$ cat src/rtl/core/lcs_pkg.sv
package lcs_pkg;

    // lookahead window depth, the longest comment starter that can match
    localparam int MAX_STARTER = 4;
    localparam int CNT_W       = $clog2(MAX_STARTER + 1);
    localparam int IDX_W       = (MAX_STARTER > 1) ? $clog2(MAX_STARTER) : 1;
    localparam int MAX_RESULTS = MAX_STARTER + 1;
    localparam int RES_W       = $clog2(MAX_RESULTS + 1);

    // character codes
    localparam logic [7:0] CH_NL     = 8'd10;
    localparam logic [7:0] CH_DQUOTE = 8'd34;
    localparam logic [7:0] CH_SQUOTE = 8'd39;
    localparam logic [7:0] CH_BSLASH = 8'd92;

    // configuration register indexes
    localparam int         CFG_IDX_W          = 1;
    localparam logic [0:0] REG_STARTER_LENGTH = 1'd0;
    localparam logic [0:0] REG_STARTER_BYTES  = 1'd1;

    localparam logic [2:0]  RST_STARTER_LENGTH = 3'd2;
    localparam logic [31:0] RST_STARTER_BYTES  = 32'd12079;

    typedef struct packed {
        logic       outside;
        logic [7:0] data;
    } t_entry;

    typedef t_entry [MAX_STARTER-1:0] t_window;

    typedef logic [MAX_RESULTS-1:0][7:0] t_results;

    typedef struct packed {
        logic       in_str;
        logic       in_char;
        logic [7:0] prev;
        logic [7:0] prev2;
        logic [1:0] pos;
    } t_line;

    // starter byte k, bytes past the 32-bit register compare as zero
    function automatic logic [7:0] starter_byte(logic [31:0] sb, int k);
        logic [7:0] b;
        b = 8'h00;
        if (k < 4) begin
            b = sb[8*k +: 8];
        end
        return b;
    endfunction

endpackage

$ cat src/rtl/core/line_comment_stripper.sv
// line_comment_stripper: line comment removal with string and char literal tracking
// path: an accepted item is held in the input register until the result buffer is free
// throughput: one item per cycle while the receiver is ready and each item gives at most one
//   result; an item giving n results (up to four, newline flush included) holds the buffer
// reset: synchronous active-low i_rst_n clears line state, counts and config to defaults
module line_comment_stripper (
    input  logic                          i_clk,
    input  logic                          i_rst_n,
    // text in
    input  logic                          i_text_valid,
    output logic                          o_text_ready,
    input  logic [7:0]                    i_text_byte,
    // cleaned text out
    output logic                          o_kept_valid,
    input  logic                          i_kept_ready,
    output logic [7:0]                    o_kept_byte,
    output logic                          o_last_of_run,
    // configuration writes
    input  logic                          i_cfg_we,
    input  logic [lcs_pkg::CFG_IDX_W-1:0] i_cfg_idx,
    input  logic [31:0]                   i_cfg_data
);

    // config registers
    logic [2:0]                r_len;
    logic [31:0]               r_starter;
    logic [lcs_pkg::CNT_W-1:0] eff_len;

    // input register
    logic                      r_in_valid;
    logic [7:0]                r_in_byte;

    // line state and lookahead window
    lcs_pkg::t_line            r_line;
    lcs_pkg::t_window          r_win;
    logic [lcs_pkg::CNT_W-1:0] r_pend_cnt;
    logic                      r_discard;

    lcs_pkg::t_line            n_line;
    lcs_pkg::t_window          n_win;
    logic [lcs_pkg::CNT_W-1:0] n_pend_cnt;
    logic                      n_discard;
    lcs_pkg::t_results         res;
    logic [lcs_pkg::RES_W-1:0] res_cnt;

    logic                      buf_free;
    logic                      fire;

    // lengths past the window depth act as the full depth
    assign eff_len = (int'(r_len) > lcs_pkg::MAX_STARTER)
                     ? lcs_pkg::CNT_W'(lcs_pkg::MAX_STARTER) : lcs_pkg::CNT_W'(r_len);

    // the held item is processed once the result buffer can take its results
    assign fire         = r_in_valid && buf_free;
    assign o_text_ready = !r_in_valid || buf_free;

    always_ff @(posedge i_clk) begin
        if (!i_rst_n) begin
            r_len     <= lcs_pkg::RST_STARTER_LENGTH;
            r_starter <= lcs_pkg::RST_STARTER_BYTES;
        end else if (i_cfg_we) begin
            unique case (i_cfg_idx)
                lcs_pkg::REG_STARTER_LENGTH: r_len     <= i_cfg_data[2:0];
                lcs_pkg::REG_STARTER_BYTES:  r_starter <= i_cfg_data;
                default: ;
            endcase
        end
    end

    always_ff @(posedge i_clk) begin
        if (!i_rst_n) begin
            r_in_valid <= 1'b0;
        end else if (o_text_ready) begin
            r_in_valid <= i_text_valid;
        end
    end

    always_ff @(posedge i_clk) begin
        if (i_text_valid && o_text_ready) begin
            r_in_byte <= i_text_byte;
        end
    end

    // per-line state advances once per processed item
    always_ff @(posedge i_clk) begin
        if (!i_rst_n) begin
            r_line     <= '0;
            r_pend_cnt <= '0;
            r_discard  <= 1'b0;
        end else if (fire) begin
            r_line     <= n_line;
            r_pend_cnt <= n_pend_cnt;
            r_discard  <= n_discard;
        end
    end

    // held bytes are only read below the fill count, so no reset
    always_ff @(posedge i_clk) begin
        if (fire) begin
            r_win <= n_win;
        end
    end

    lcs_step u_step (
        .i_byte    (r_in_byte),
        .i_line    (r_line),
        .i_win     (r_win),
        .i_cnt     (r_pend_cnt),
        .i_discard (r_discard),
        .i_len     (eff_len),
        .i_starter (r_starter),
        .o_line    (n_line),
        .o_win     (n_win),
        .o_cnt     (n_pend_cnt),
        .o_discard (n_discard),
        .o_res     (res),
        .o_res_cnt (res_cnt)
    );

    lcs_out_buf u_out_buf (
        .i_clk     (i_clk),
        .i_rst_n   (i_rst_n),
        .i_load    (fire),
        .i_res     (res),
        .i_res_cnt (res_cnt),
        .o_free    (buf_free),
        .o_valid   (o_kept_valid),
        .i_ready   (i_kept_ready),
        .o_byte    (o_kept_byte),
        .o_last    (o_last_of_run)
    );

    // window never holds MAX_STARTER bytes between items
    a_pend_bound: assert property (@(posedge i_clk) disable iff (!i_rst_n)
        r_pend_cnt <= lcs_pkg::CNT_W'(lcs_pkg::MAX_STARTER - 1))
        else $error("pending count beyond window");

    // a found comment leaves nothing held
    a_discard_empty: assert property (@(posedge i_clk) disable iff (!i_rst_n)
        r_discard |-> (r_pend_cnt == '0))
        else $error("bytes held while discarding");

    // newline starts a clean line
    a_nl_clears: assert property (@(posedge i_clk) disable iff (!i_rst_n)
        (fire && (r_in_byte == lcs_pkg::CH_NL)) |=>
            ((r_pend_cnt == '0) && !r_discard && (r_line == '0)))
        else $error("line state not cleared at newline");

    // newline always emits at least the newline itself
    a_nl_emits: assert property (@(posedge i_clk) disable iff (!i_rst_n)
        (fire && (r_in_byte == lcs_pkg::CH_NL)) |=> o_kept_valid)
        else $error("newline produced no result");

    a_pos_sat: assert property (@(posedge i_clk) disable iff (!i_rst_n)
        r_line.pos <= 2'd2)
        else $error("line position past saturation");

endmodule

$ cat src/rtl/core/lcs_step.sv
module lcs_step (
    input  logic [7:0]                i_byte,
    input  lcs_pkg::t_line            i_line,
    input  lcs_pkg::t_window          i_win,
    input  logic [lcs_pkg::CNT_W-1:0] i_cnt,
    input  logic                      i_discard,
    input  logic [lcs_pkg::CNT_W-1:0] i_len,
    input  logic [31:0]               i_starter,
    output lcs_pkg::t_line            o_line,
    output lcs_pkg::t_window          o_win,
    output logic [lcs_pkg::CNT_W-1:0] o_cnt,
    output logic                      o_discard,
    output lcs_pkg::t_results         o_res,
    output logic [lcs_pkg::RES_W-1:0] o_res_cnt
);

    localparam int M  = lcs_pkg::MAX_STARTER;
    localparam int SW = lcs_pkg::CNT_W + 1;

    logic                       escaped;
    logic                       n_str;
    logic                       n_char;
    lcs_pkg::t_entry            entry;
    lcs_pkg::t_window           nw;
    logic [SW-1:0]              m;
    logic [SW-1:0]              len_w;
    logic [M-1:0]               cand;
    logic                       found;
    logic [SW-1:0]              first;
    logic [SW-1:0]              rel;
    logic [SW-1:0]              src;
    logic                       hit;

    always_comb begin
        escaped = (i_line.pos != 2'd0) && (i_line.prev == lcs_pkg::CH_BSLASH)
                  && !((i_line.pos >= 2'd2) && (i_line.prev2 == lcs_pkg::CH_BSLASH));
        n_str  = i_line.in_str;
        n_char = i_line.in_char;
        if ((i_byte == lcs_pkg::CH_DQUOTE) && !i_line.in_char) begin
            n_str = i_line.in_str ^ !escaped;
        end else if ((i_byte == lcs_pkg::CH_SQUOTE) && !i_line.in_str) begin
            n_char = i_line.in_char ^ !escaped;
        end
        entry.outside = !n_str && !n_char;
        entry.data    = i_byte;

        // push the new byte behind the held ones
        nw = i_win;
        for (int j = 0; j < M; j++) begin
            if (lcs_pkg::CNT_W'(j) == i_cnt) begin
                nw[j] = entry;
            end
        end
        m     = SW'(i_cnt) + SW'(1);
        len_w = SW'(i_len);

        // starter hit at each window position whose span is complete
        for (int p = 0; p < M; p++) begin
            hit = (len_w != '0) && ((SW'(p) + len_w) <= m) && nw[p].outside;
            for (int k = 0; k < M; k++) begin
                if (SW'(k) < len_w) begin
                    if (p + k < M) begin
                        hit = hit && (nw[lcs_pkg::IDX_W'(p + k)].data
                                      == lcs_pkg::starter_byte(i_starter, k));
                    end else begin
                        hit = 1'b0;
                    end
                end
            end
            cand[p] = hit;
        end

        found = 1'b0;
        first = '0;
        for (int p = M - 1; p >= 0; p--) begin
            if (cand[p]) begin
                found = 1'b1;
                first = SW'(p);
            end
        end

        // bytes released in front of a hit or of the undecided tail
        if (len_w == '0) begin
            rel = m;
        end else if (found) begin
            rel = first;
        end else if (m >= len_w) begin
            rel = m - len_w + SW'(1);
        end else begin
            rel = '0;
        end

        src       = '0;
        o_line    = i_line;
        o_win     = i_win;
        o_cnt     = i_cnt;
        o_discard = i_discard;
        o_res     = '0;
        o_res_cnt = '0;

        if (i_byte == lcs_pkg::CH_NL) begin
            // flush the held bytes, newline last, then start a fresh line
            for (int j = 0; j < M + 1; j++) begin
                if (SW'(j) < SW'(i_cnt)) begin
                    o_res[j] = i_win[lcs_pkg::IDX_W'(j)].data;
                end else begin
                    o_res[j] = lcs_pkg::CH_NL;
                end
            end
            o_res_cnt = lcs_pkg::RES_W'(i_cnt) + lcs_pkg::RES_W'(1);
            o_line    = '0;
            o_cnt     = '0;
            o_discard = 1'b0;
        end else if (!i_discard) begin
            o_line.in_str  = n_str;
            o_line.in_char = n_char;
            o_line.prev2   = i_line.prev;
            o_line.prev    = i_byte;
            if (i_line.pos < 2'd2) begin
                o_line.pos = i_line.pos + 2'd1;
            end
            for (int j = 0; j < M; j++) begin
                o_res[j] = nw[j].data;
            end
            o_res_cnt = lcs_pkg::RES_W'(rel);
            if (found) begin
                o_cnt     = '0;
                o_discard = 1'b1;
            end else begin
                o_cnt = lcs_pkg::CNT_W'(m - rel);
            end
            // slide the undecided bytes to the front
            for (int j = 0; j < M; j++) begin
                src      = SW'(j) + rel;
                o_win[j] = nw[j];
                if (src < SW'(M)) begin
                    o_win[j] = nw[lcs_pkg::IDX_W'(src)];
                end
            end
        end
    end

endmodule

$ cat src/rtl/core/lcs_out_buf.sv
module lcs_out_buf (
    input  logic                      i_clk,
    input  logic                      i_rst_n,
    input  logic                      i_load,
    input  lcs_pkg::t_results         i_res,
    input  logic [lcs_pkg::RES_W-1:0] i_res_cnt,
    output logic                      o_free,
    output logic                      o_valid,
    input  logic                      i_ready,
    output logic [7:0]                o_byte,
    output logic                      o_last
);

    lcs_pkg::t_results         r_buf;
    logic [lcs_pkg::RES_W-1:0] r_rem;
    logic                      take;

    assign o_valid = (r_rem != '0);
    assign o_byte  = r_buf[0];
    assign o_last  = (r_rem == lcs_pkg::RES_W'(1));
    assign take    = o_valid && i_ready;
    // free when empty or when the last queued byte leaves this cycle
    assign o_free  = (r_rem == '0) || (o_last && i_ready);

    always_ff @(posedge i_clk) begin
        if (!i_rst_n) begin
            r_rem <= '0;
        end else if (i_load) begin
            r_rem <= i_res_cnt;
        end else if (take) begin
            r_rem <= r_rem - lcs_pkg::RES_W'(1);
        end
    end

    always_ff @(posedge i_clk) begin
        if (i_load) begin
            r_buf <= i_res;
        end else if (take) begin
            for (int j = 0; j < lcs_pkg::MAX_RESULTS - 1; j++) begin
                r_buf[j] <= r_buf[j+1];
            end
        end
    end

endmodule

$ cat config.mk
export PLATFORM = sky130hd
export DESIGN_NAME = line_comment_stripper
export DESIGN_NICKNAME = d
export VERILOG_FILES = /design/src/rtl/core/lcs_pkg.sv /design/src/rtl/core/line_comment_stripper.sv /design/src/rtl/core/lcs_step.sv /design/src/rtl/core/lcs_out_buf.sv
export SDC_FILE = /design/constraint.sdc
export NUM_CORES = 1
export LEC_CHECK = 0
export BUFFER_PORTS_ARGS = -buffer_cell sky130_fd_sc_hd__buf_2
export CORE_ASPECT_RATIO = 1.4
export CORE_MARGIN = 2
export CORE_UTILIZATION = 30
export DETAILED_ROUTE_END_ITERATION = 6
export PLACE_DENSITY_LB_ADDON = 0.15
export SYNTH_ARGS = -nofsm -noshare
export SYNTH_HDL_FRONTEND = slang
export SYNTH_SLANG_ARGS = --single-unit
$ cat constraint.sdc
create_clock -name i_clk -period 4.4 [get_ports i_clk]
set_clock_uncertainty 0.1 [all_clocks]
set_input_delay 0.88 -clock i_clk [delete_from_list [all_inputs] [get_ports i_clk]]
set_output_delay 0.88 -clock i_clk [all_outputs]
set_load 0.03 [all_outputs]
==> impl_metrics.tcl, run 1 <==
set metrics [dict create \
    portBuffers 40 \
    place_area_mm2 0.00935 \
    wl_per_cell_um 20.8 \
    worst_pin_slew_ps 1130 \
    gr-total-overflow 0 \
    hold_buffers 0 \
    leakagePower_nw 3.87 \
    vias 6962 \
    seq_area_frac_synth_pct 40.7 \
    holdWs_ps 379 \
    synth-edff-count 84 \
    final_cell_area_mm2 0.0100 \
    initial_core_util_pct 30.3 \
    rows 73 \
    slew_headroom_pct 24.9 \
    postCtsSetupRepairBufs 0 \
    ys_async_sr_fraction_pct 0 \
    syn_inst 874 \
    drive_above_1_share_pct 19.8 \
    power_switching_mw 2.89 \
    cts_max_level 4 \
    final_cell_mix "nand2_1 (89), edfxtp_1 (84), buf_4 (56)" \
    p_per_area_mw_per_mm2 703 \
    synthTopCellsByArea "edfxtp_1 (30%), dfxtp_1 (11%), mux2i_1 (6.5%)" \
    drt-pass1-iter-count 7 \
    placedCellCount 1287 \
    power_frac_comb_pct 49.9 \
    die_h_um 203 \
    finalHoldViolations 0 \
    hold_path.class "reg -> reg" \
    cts_sinks 131 \
    yosys.area.top_type "edfxtp_1" \
    dr.first_iter.drc_count 544 \
    grt_usage_pct 18.9 \
    grt_pass1_vias 7080 \
    nets 1013 \
    dieArea_mm2 0.0298 \
    synth_top_area_share_pct 29.6 \
    place.gp.congestion 0.867 \
    reg2reg_from "r_pend_cnt[0]$_SDFFE_PN0P_" \
    cts_buffers 17 \
    antenna_found_initial 0 \
    cap_violations 0 \
    synthFlopType "edfxtp_1" \
    ys_seq_elements 131 \
    fp.dieW_um 146 \
    worst-r2r-cell-count 19 \
    start_kind "register" \
    via_per_inst 5.28 \
    cts_buffer_depth 2 \
    cts.clk_slew.worst_paths_ps 60 \
    min_from "r_line[12]$_SDFFE_PN0P_" \
    min_period_over_period_pct 94.5 \
    r2r_setup_slack_ps 240 \
    crit_required_ps 4480 \
    maxSlewViolCount 0 \
    dp_hpwl_um 20900 \
    place_ws_ps 86.4 \
    p_int_mw 4.14 \
    wl_um 27500 \
    syn_area_per_cell_um2 9.75 \
    cts-root-buf "clkbuf_16" \
    ant_nets 0 \
    critPathKind "reg -> reg" \
    sequentialPowerShare_pct 29.3 \
    status "completed" \
    drc 0 \
    r2r_end "r_win[32]$_DFFE_PP_" \
    synthDistinctLibCells 80 \
    area_growth_pct 17.4 \
    fin_crit_ps 4160 \
    min_path_cells 2 \
    n_antenna_cell 0 \
    cts_tree "built" \
    ys_warn_count 0 \
    power_frac_clock_pct 20.8 \
    worst_slack_ps 242 \
    cp.arrival_ps 4240 \
    final_common_cell "nand2_1" \
    grt_first_pass_wirelength_um 42200 \
    syn_area_mm2 0.00852 \
    core_area_mm2 0.0281 \
    holdPathEnd "r_line[12]$_SDFFE_PN0P_" \
    tns_ps 0 \
    grt_start_max_net_pins 44 \
    cp_max_fo 8 \
    clk_latency_ps 450 \
    setup_viol 0 \
    fmax_ghz 0.241 \
    final_cells 1319 \
    end_kind "register" \
    ir_worst_vdd_v 0.000396 \
    pin_count 57 \
    fillers 2979 \
    post_cts_resized 0 \
    swShare_pct 41.1 \
]
[cells in the mapped netlist (8+ instances only)]
master,n
nand2_1,89
edfxtp_1,84
mux2i_1,55
nor2_1,54
o21ai_0,50
dfxtp_1,47
inv_1,37
a21oi_1,36
ha_1,33
a22oi_1,30
clkbuf_1,25
xnor2_1,25
nor3_1,20
mux2_2,19
nand3_1,19
xor2_1,19
buf_4,15
and2_1,12
nand4_1,12
nor2b_1,11
o211ai_1,11
buf_2,10
a211oi_1,9
a2bb2oi_1,9
a32oi_1,9
buf_1,8
o22ai_1,8
[routing by layer]
metal	share of wire, %	GRT usage, %
met1	41	21.9
met2	52	33.8
met3	2.9	3.15
met4	4.0	8.70
met5	0	0
[stage by stage]
step           util, %  total power, mW
2_1_floorplan        -             4.47
3_3_place_gp      33.2             5.51
3_5_place_dp      33.2             5.54
4_1_cts           35.3             7.03
5_1_grt           35.5             7.46
6_report          35.5             7.03
[kinds of logic after synthesis]
group / after synthesis / synth area share, %
DFF: 131 / 40.7
xor gates and xnor gates: 45 / 4.72
AOI/OAI and AO/OA: 228 / 19.1
buffers and inverters: 106 / 5.93
adders and majority gates: 36 / 5.55
and+or+nand+nor: 249 / 14.2
other: 1 / 0.0440
muxes: 78 / 9.75
[registers in the layout (all words and copies together) (netlist names)]
signal,count
r_len,3
r_starter,16
r_win,36
u_out_buf.r_rem,3
u_out_buf.r_buf,32
r_pend_cnt,3
r_in_byte,8
u_out_buf.o_byte,8
r_discard,1
r_line,20
r_in_valid,1
[how the worst max path moves through the flow]
stage                                    start             endpoint  cells after the start
floorplan                r_len[2]$_SDFFE_PN0P_  r_win[35]$_DFFE_PP_                     21
global placement    r_pend_cnt[1]$_SDFFE_PN0P_  r_win[31]$_DFFE_PP_                     18
detailed placement  r_pend_cnt[0]$_SDFFE_PN0P_  r_win[16]$_DFFE_PP_                     18
CTS                      r_len[2]$_SDFFE_PN0P_  r_win[16]$_DFFE_PP_                     19
global route             r_len[1]$_SDFFE_PN1P_  r_win[30]$_DFFE_PP_                     19
finish              r_pend_cnt[0]$_SDFFE_PN0P_  r_win[32]$_DFFE_PP_                     19
[cell type report]
class	instances	area, µm²	area share (%)
Clock buffer	20	468	4.68
Clock inverter	12	129	1.29
Inverter	43	163	1.63
Multi-Input combinational cell	639	4640	46.4
Sequential cell	131	3470	34.7
Tap cell	375	469	4.69
Timing Repair Buffer	99	663	6.63
[power by group through the flow]
| stage | combinational, mW | sequential [mW] | clock, mW |
|---|---|---|---|
| after CTS | 3.48 | 2.06 | 1.49 |
| after global placement | 3.44 | 2.08 | 0 |
| final | 3.51 | 2.06 | 1.46 |
| after floorplan | 2.47 | 2.00 | 0 |
| after detailed placement | 3.46 | 2.08 | 0 |
| after global routing | 3.83 | 2.10 | 1.53 |
[critical path, stage by stage, from the launching register on]
cell     delay (ps)
dfxtp_2         320
buf_4           160
inv_2            60
ha_4            320
inv_1           110
ha_1            310
nor2b_1         130
o21ai_0         140
a21oi_1         100
nor3_1          210
o211a_1         250
a31oi_2          80
a32oi_2         310
inv_2           110
ha_1            250
a31oi_2         220
xor2_2          100
and2_1          190
buf_4           170
o221a_1         250
(Power assumes the default switching activity.)
==> run 2, diff against run 1 <==
--- a/config.mk
+++ b/config.mk
@@ -5,12 +5,14 @@
 export SDC_FILE = /design/constraint.sdc
 export NUM_CORES = 1
 export LEC_CHECK = 0
-export BUFFER_PORTS_ARGS = -buffer_cell sky130_fd_sc_hd__buf_2
+export ABC_AREA = 1
+export BUFFER_PORTS_ARGS = -buffer_cell sky130_fd_sc_hd__clkbuf_2
 export CORE_ASPECT_RATIO = 1.4
 export CORE_MARGIN = 2
 export CORE_UTILIZATION = 30
 export DETAILED_ROUTE_END_ITERATION = 6
 export PLACE_DENSITY_LB_ADDON = 0.15
+export SKIP_CTS_REPAIR_TIMING = 1
 export SYNTH_ARGS = -nofsm -noshare
 export SYNTH_HDL_FRONTEND = slang
 export SYNTH_SLANG_ARGS = --single-unit
==> run 2 against run 1 <==
- synthesized cell count rose by 35%
- global-route usage up 0.91 points
- final area decreased by 0.49%
- core utilization is 0.63 points lower
- via count rose by 16%
- synthesized area up 2.1%
- register-to-register slack better by 130 ps
- flip-flop and latch count did not move
- largest power group unchanged
==> impl_metrics.tcl, run 2 <==
set metrics [dict create \
    status "completed" \
    gr-total-overflow 0 \
    largest-register "r_win" \
    drt-pass1-iter-count 5 \
    ys_warn_count 0 \
    largest_reg_flops 36 \
    hold_path.class "reg -> reg" \
    via_per_inst 5.00 \
    crit_chain "buf_4 > inv_2 > nand2_4 > nand2_1 > nand2_1 > nand2_1 > nand2_1 > nand2_1 > nor2_1 > nand2_1 > a21oi_1 > nand3_1 > nand2_2 > nor2_4 > buf_4 > nand2_2 > nand2_4 > ha_1 > inv_1 > nor2_2 > nor2_2 > nand3_2 > nand2_1 > nand2_1" \
    n_antenna_cell 0 \
    fillers 3145 \
    dieArea_mm2 0.0304 \
    area_growth_pct 14.4 \
    cts_tree "built" \
    pin_count 57 \
    wl_um 29200 \
    cts_buffers 17 \
    ir_worst_vdd_v 0.000402 \
    cts_max_level 4 \
    wl_per_cell_um 18.1 \
    syn_area_per_cell_um2 7.35 \
    max_stage_delay_ps 600 \
    ant_nets 0 \
    critPathBufInv 4 \
    dr.first_iter.drc_count 493 \
    vias 8064 \
    end_kind "register" \
    synthFlopType "edfxtp_1" \
    drc 0 \
    final_common_cell "nand2_1" \
    synth.most_common_cell "nand2_1" \
    slew_headroom_pct 52.0 \
    tns_ps 0 \
    synthDistinctLibCells 41 \
    crit_required_ps 4480 \
    rows 73 \
    placedCellCount 1582 \
    holdWs_ps 362 \
    cp.depth 24 \
    drive_above_1_share_pct 13.7 \
    final_cells 1614 \
    portBuffers 40 \
    synthTopCellsByArea "edfxtp_1 (29%), nand2_1 (16%), nand3_1 (11%)" \
    netlist_top_cells_count "nand2_1 (373), nand3_1 (193), inv_1 (135)" \
    dp_hpwl_um 22300 \
    cts_sinks 131 \
    setup_viol 0 \
    grt_start_max_net_pins 41 \
    fmax_ghz 0.248 \
    die_h_um 205 \
    ys_async_sr_fraction_pct 0 \
    worst-r2r-cell-count 24 \
    place.gp.congestion 0.814 \
    cts-root-buf "clkbuf_16" \
    start_kind "register" \
    grt_first_pass_wirelength_um 45600 \
    worst_slack_ps 370 \
    rsz0062_at_grt "no" \
    initial_core_util_pct 30.5 \
    min_path_cells 2 \
    regArea_mm2 0.00346 \
    cts_buffer_depth 2 \
    clk_latency_ps 430 \
    core_area_mm2 0.0285 \
    synth-edff-count 84 \
    grt_usage_pct 19.8 \
    crit_top_cell "nand2_1" \
    grt_pass1_vias 8194 \
    final_cell_mix "nand2_1 (373), nand3_1 (193), inv_1 (135)" \
    yosys.area.top_type "edfxtp_1" \
    worst_pin_slew_ps 719 \
    finalHoldViolations 0 \
    critPathKind "reg -> reg" \
    min_period_over_period_pct 91.6 \
    utilization_pct 34.9 \
    cp_max_fo 14 \
    multiInputGateArea_mm2 0.00441 \
    antenna_found_initial 0 \
    ys_seq_elements 131 \
    nets 1308 \
    cap_violations 0 \
    reg.largest.list "r_win x36, u_out_buf.r_buf x32, r_line x20" \
    cts.clk_slew.worst_paths_ps 60 \
    seq_area_frac_synth_pct 39.8 \
    leakagePower_nw 4.61 \
    cp_slowest_cell "dfxtp_1" \
    maxSlewViolCount 0 \
    fp.dieW_um 148 \
    synth_top_area_share_pct 29.0 \
    place_ws_ps 362 \
    syn_inst 1183 \
    cp.arrival_ps 4110 \
    crit_family "simple AND/OR/NAND/NOR gates" \
    p_per_area_mw_per_mm2 853 \
    syn_area_mm2 0.00870 \
    fin_crit_ps 4030 \
]
run 2: changes by cell type in the layout (fill, tap and decap cells not counted), sizes merged, moves of 12 or more:
cell and change:
and2 -12, a22oi -30, nor3 -14, mux2i -56, nand3 +178, or2 +16
nand2 +303, buf -65, inv +105, mux2 -21, xor2 -16, clkbuf +42
xnor2 -24
run 2: path summary, 6_finish.rpt:
check	from	end	slack, ps
max	r_pend_cnt[2]$_SDFFE_PN0P_	r_win[32]$_DFFE_PP_	370
min	r_line[7]$_SDFFE_PN0P_	r_line[7]$_SDFFE_PN0P_	360
max reg2reg	r_pend_cnt[2]$_SDFFE_PN0P_	r_win[32]$_DFFE_PP_	370
min reg2reg	r_line[7]$_SDFFE_PN0P_	r_line[7]$_SDFFE_PN0P_	360
run 2: layout make-up:
type | instances | share of cell area [%]
clock inverters | 10 | 0.654
flip-flops and latches | 131 | 34.8
inverters | 146 | 5.53
multi-input cells | 856 | 44.3
clock buffers | 22 | 5.21
repair buffers | 74 | 4.74
well taps | 375 | 4.72
run 2: report_power, final:
group	total (mW)	switching [mW]	leakage, nW	internal, mW
sequential	2.24	0.201	1.18	2.04
clock	1.42	0.584	0.297	0.838
combinational	4.82	3.33	3.14	1.49
run 2: worst register-to-register path, stage by stage (launching register included):
cell     delay [ps]
dfxtp_1         600
buf_4           220
inv_2           100
nand2_4         180
nand2_1         110
nand2_1         190
nand2_1          70
nand2_1          60
nand2_1          60
nor2_1          150
nand2_1         170
a21oi_1         160
nand3_1         150
nand2_2         120
nor2_4           40
buf_4           140
nand2_2         130
nand2_4         100
ha_1            230
inv_1            80
nor2_2           70
nor2_2          140
nand3_2         240
nand2_1         130
nand2_1          60
run 2: cell families after synthesis:
group	Yosys count	share of synthesized area (%)
AO/OA/AOI/OAI	141	9.49
XOR/XNOR	5	0.503
adder cells (fa/ha/maj)	36	5.44
buffers and inverters	198	9.81
flip-flops	131	39.8
other	1	0.0431
AND/OR/NAND/NOR	671	34.9
run 2: layer usage:
metal	wire length (µm)	vias up	part of all wire, %	track usage (%)
li1	-	3991	-	-
met2	15400	163	53	36.9
met1	11700	3855	40	22.5
met3	844	55	2.9	2.26
met4	1230	0	4.2	8.84
met5	0	-	0	0
run 2: stage by stage:
step	instance area, µm²	total power, mW
2_1_floorplan	8710	5.58
3_3_place_gp	9360	7.05
3_5_place_dp	9360	7.10
4_1_cts	9940	8.54
5_1_grt	9950	9.21
6_report	9950	8.49
==> run 3, diff against run 2 <==
--- a/config.mk
+++ b/config.mk
@@ -10,6 +10,7 @@
 export CORE_ASPECT_RATIO = 1.4
 export CORE_MARGIN = 2
 export CORE_UTILIZATION = 30
+export CTS_BUF_LIST = sky130_fd_sc_hd__clkbuf_8
 export DETAILED_ROUTE_END_ITERATION = 6
 export PLACE_DENSITY_LB_ADDON = 0.15
 export SKIP_CTS_REPAIR_TIMING = 1
==> run 3 against run 2 <==
- wire length down 0.12%
- hold slack gained 0.83 ps
- clock power shrank 23%
- core utilization is 0.62 points lower
- non-clock buffer count is the same
- count of clock-buffer cells in the layout down 4
- combinational power about the same
- cell count is the same
- via count down 0.37%
- sequential power about the same
- first-iteration DRC count increased by 7.3%
- fmax hardly changed
- critical endpoint unchanged
- highest routed layer unchanged
==> impl_metrics.tcl, run 3 (same netlist as run 2, synthesis figures left out) <==
set metrics [dict create \
    clk_latency_ps 460 \
    cp.arrival_ps 4140 \
    holdWs_ps 363 \
    start_kind "register" \
    drive_above_1_share_pct 13.7 \
    p_per_area_mw_per_mm2 834 \
    largest_reg_flops 36 \
    antenna_found_initial 0 \
    fmax_ghz 0.248 \
    via_per_inst 4.98 \
    initial_core_util_pct 30.5 \
    worst_pin_slew_ps 707 \
    fillers 3165 \
    place.gp.congestion 0.814 \
    nets 1308 \
    die_h_um 205 \
    rsz0062_at_grt "no" \
    cp_max_fo 14 \
    grt_first_pass_wirelength_um 45800 \
    ir_worst_vdd_v 0.000392 \
    cts_max_level 4 \
    slew_headroom_pct 52.8 \
    end_kind "register" \
    critPathKind "reg -> reg" \
    vias 8034 \
    grt_start_max_net_pins 41 \
    dieArea_mm2 0.0304 \
    fin_crit_ps 4030 \
    setup_viol 0 \
    cts_buffer_depth 2 \
    hold_path.class "reg -> reg" \
    final_cell_mix "nand2_1 (373), nand3_1 (193), inv_1 (136)" \
    cts_buffers 17 \
    cts_sinks 131 \
    reg.largest.list "r_win x36, u_out_buf.r_buf x32, r_line x20" \
    drc 0 \
    wl_per_cell_um 18.1 \
    n_antenna_cell 0 \
    cts-root-buf "clkbuf_8" \
    cts_tree "built" \
    grt_pass1_vias 8155 \
    status "completed" \
    wl_um 29100 \
    min_from "r_line[7]$_SDFFE_PN0P_" \
    final_common_cell "nand2_1" \
    cap_violations 0 \
    dp_hpwl_um 22300 \
    reg2reg_from "r_pend_cnt[2]$_SDFFE_PN0P_" \
    ant_nets 0 \
    largest-register "r_win" \
    crit_required_ps 4520 \
    cts.clk_slew.worst_paths_ps 80 \
    core_area_mm2 0.0285 \
    area_growth_pct 12.4 \
    tns_ps 0 \
    pin_count 57 \
    fp.dieW_um 148 \
    gr-total-overflow 0 \
    finalHoldViolations 0 \
    dr.first_iter.drc_count 529 \
    min_period_over_period_pct 91.5 \
    leakagePower_nw 4.53 \
    rows 73 \
    grt_usage_pct 19.8 \
    drt-pass1-iter-count 5 \
    portBuffers 40 \
    critPathLaunch "r_pend_cnt[2]$_SDFFE_PN0P_" \
    maxSlewViolCount 0 \
]
[run 3: worst max-delay path, cell delays in order, from the launching register on]
cell,delay (ps)
dfxtp_1,610
buf_4,220
inv_2,100
nand2_4,180
nand2_1,100
nand2_1,200
nand2_1,70
nand2_1,60
nand2_1,60
nor2_1,150
nand2_1,160
a21oi_1,160
nand3_1,150
nand2_2,120
nor2_4,40
buf_4,140
nand2_2,130
nand2_4,90
ha_1,230
inv_1,70
nor2_2,70
nor2_2,140
nand3_2,240
nand2_1,120
nand2_1,50
[run 3: per-stage QoR]
stage | worst slack, ps | instance area (µm²) | utilization [%] | instances | total power, mW
after floorplan | 16.1 | 8710 | - | 1185 | 5.58
after global placement | 414 | 9360 | 32.8 | 1582 | 7.05
after detailed placement | 362 | 9360 | 32.8 | 1582 | 7.10
after CTS | 329 | 9760 | 34.3 | 1614 | 8.22
after global routing | 7.55 | 9770 | 34.3 | 1614 | 8.89
final | 374 | 9770 | 34.3 | 1614 | 8.15
[run 3: final timing paths]
kind | endpoint | slack, ps | cells after the start
worst min-delay path | r_line[7]$_SDFFE_PN0P_ | 360 | 2
worst max register to register | r_win[32]$_DFFE_PP_ | 370 | 24
worst max-delay path | r_win[32]$_DFFE_PP_ | 370 | 24
worst min register to register | r_line[7]$_SDFFE_PN0P_ | 360 | 2
[run 3: per-layer routing]
layer,track usage [%],wire [µm],vias up
met5,0,0,-
met4,7.76,1010,0
met3,2.15,661,45
met2,37.3,15500,145
met1,22.7,11900,3851
li1,-,-,3993
[run 3: power breakdown]
part | internal [mW] | total, mW | switching, mW
logic | 1.49 | 4.81 | 3.33
clock network | 0.574 | 1.10 | 0.526
registers | 2.04 | 2.24 | 0.200
total | 4.10 | 8.15 | 4.05
[run 3: final cells by class]
cell class | instances | area [µm²] | share of cell area (%)
repair buffers | 74 | 472 | 4.83
inverters | 146 | 551 | 5.63
clock inverters | 14 | 159 | 1.63
clock buffers | 18 | 248 | 2.53
well taps | 375 | 469 | 4.80
flip-flops and latches | 131 | 3460 | 35.4
multi-input cells | 856 | 4410 | 45.1
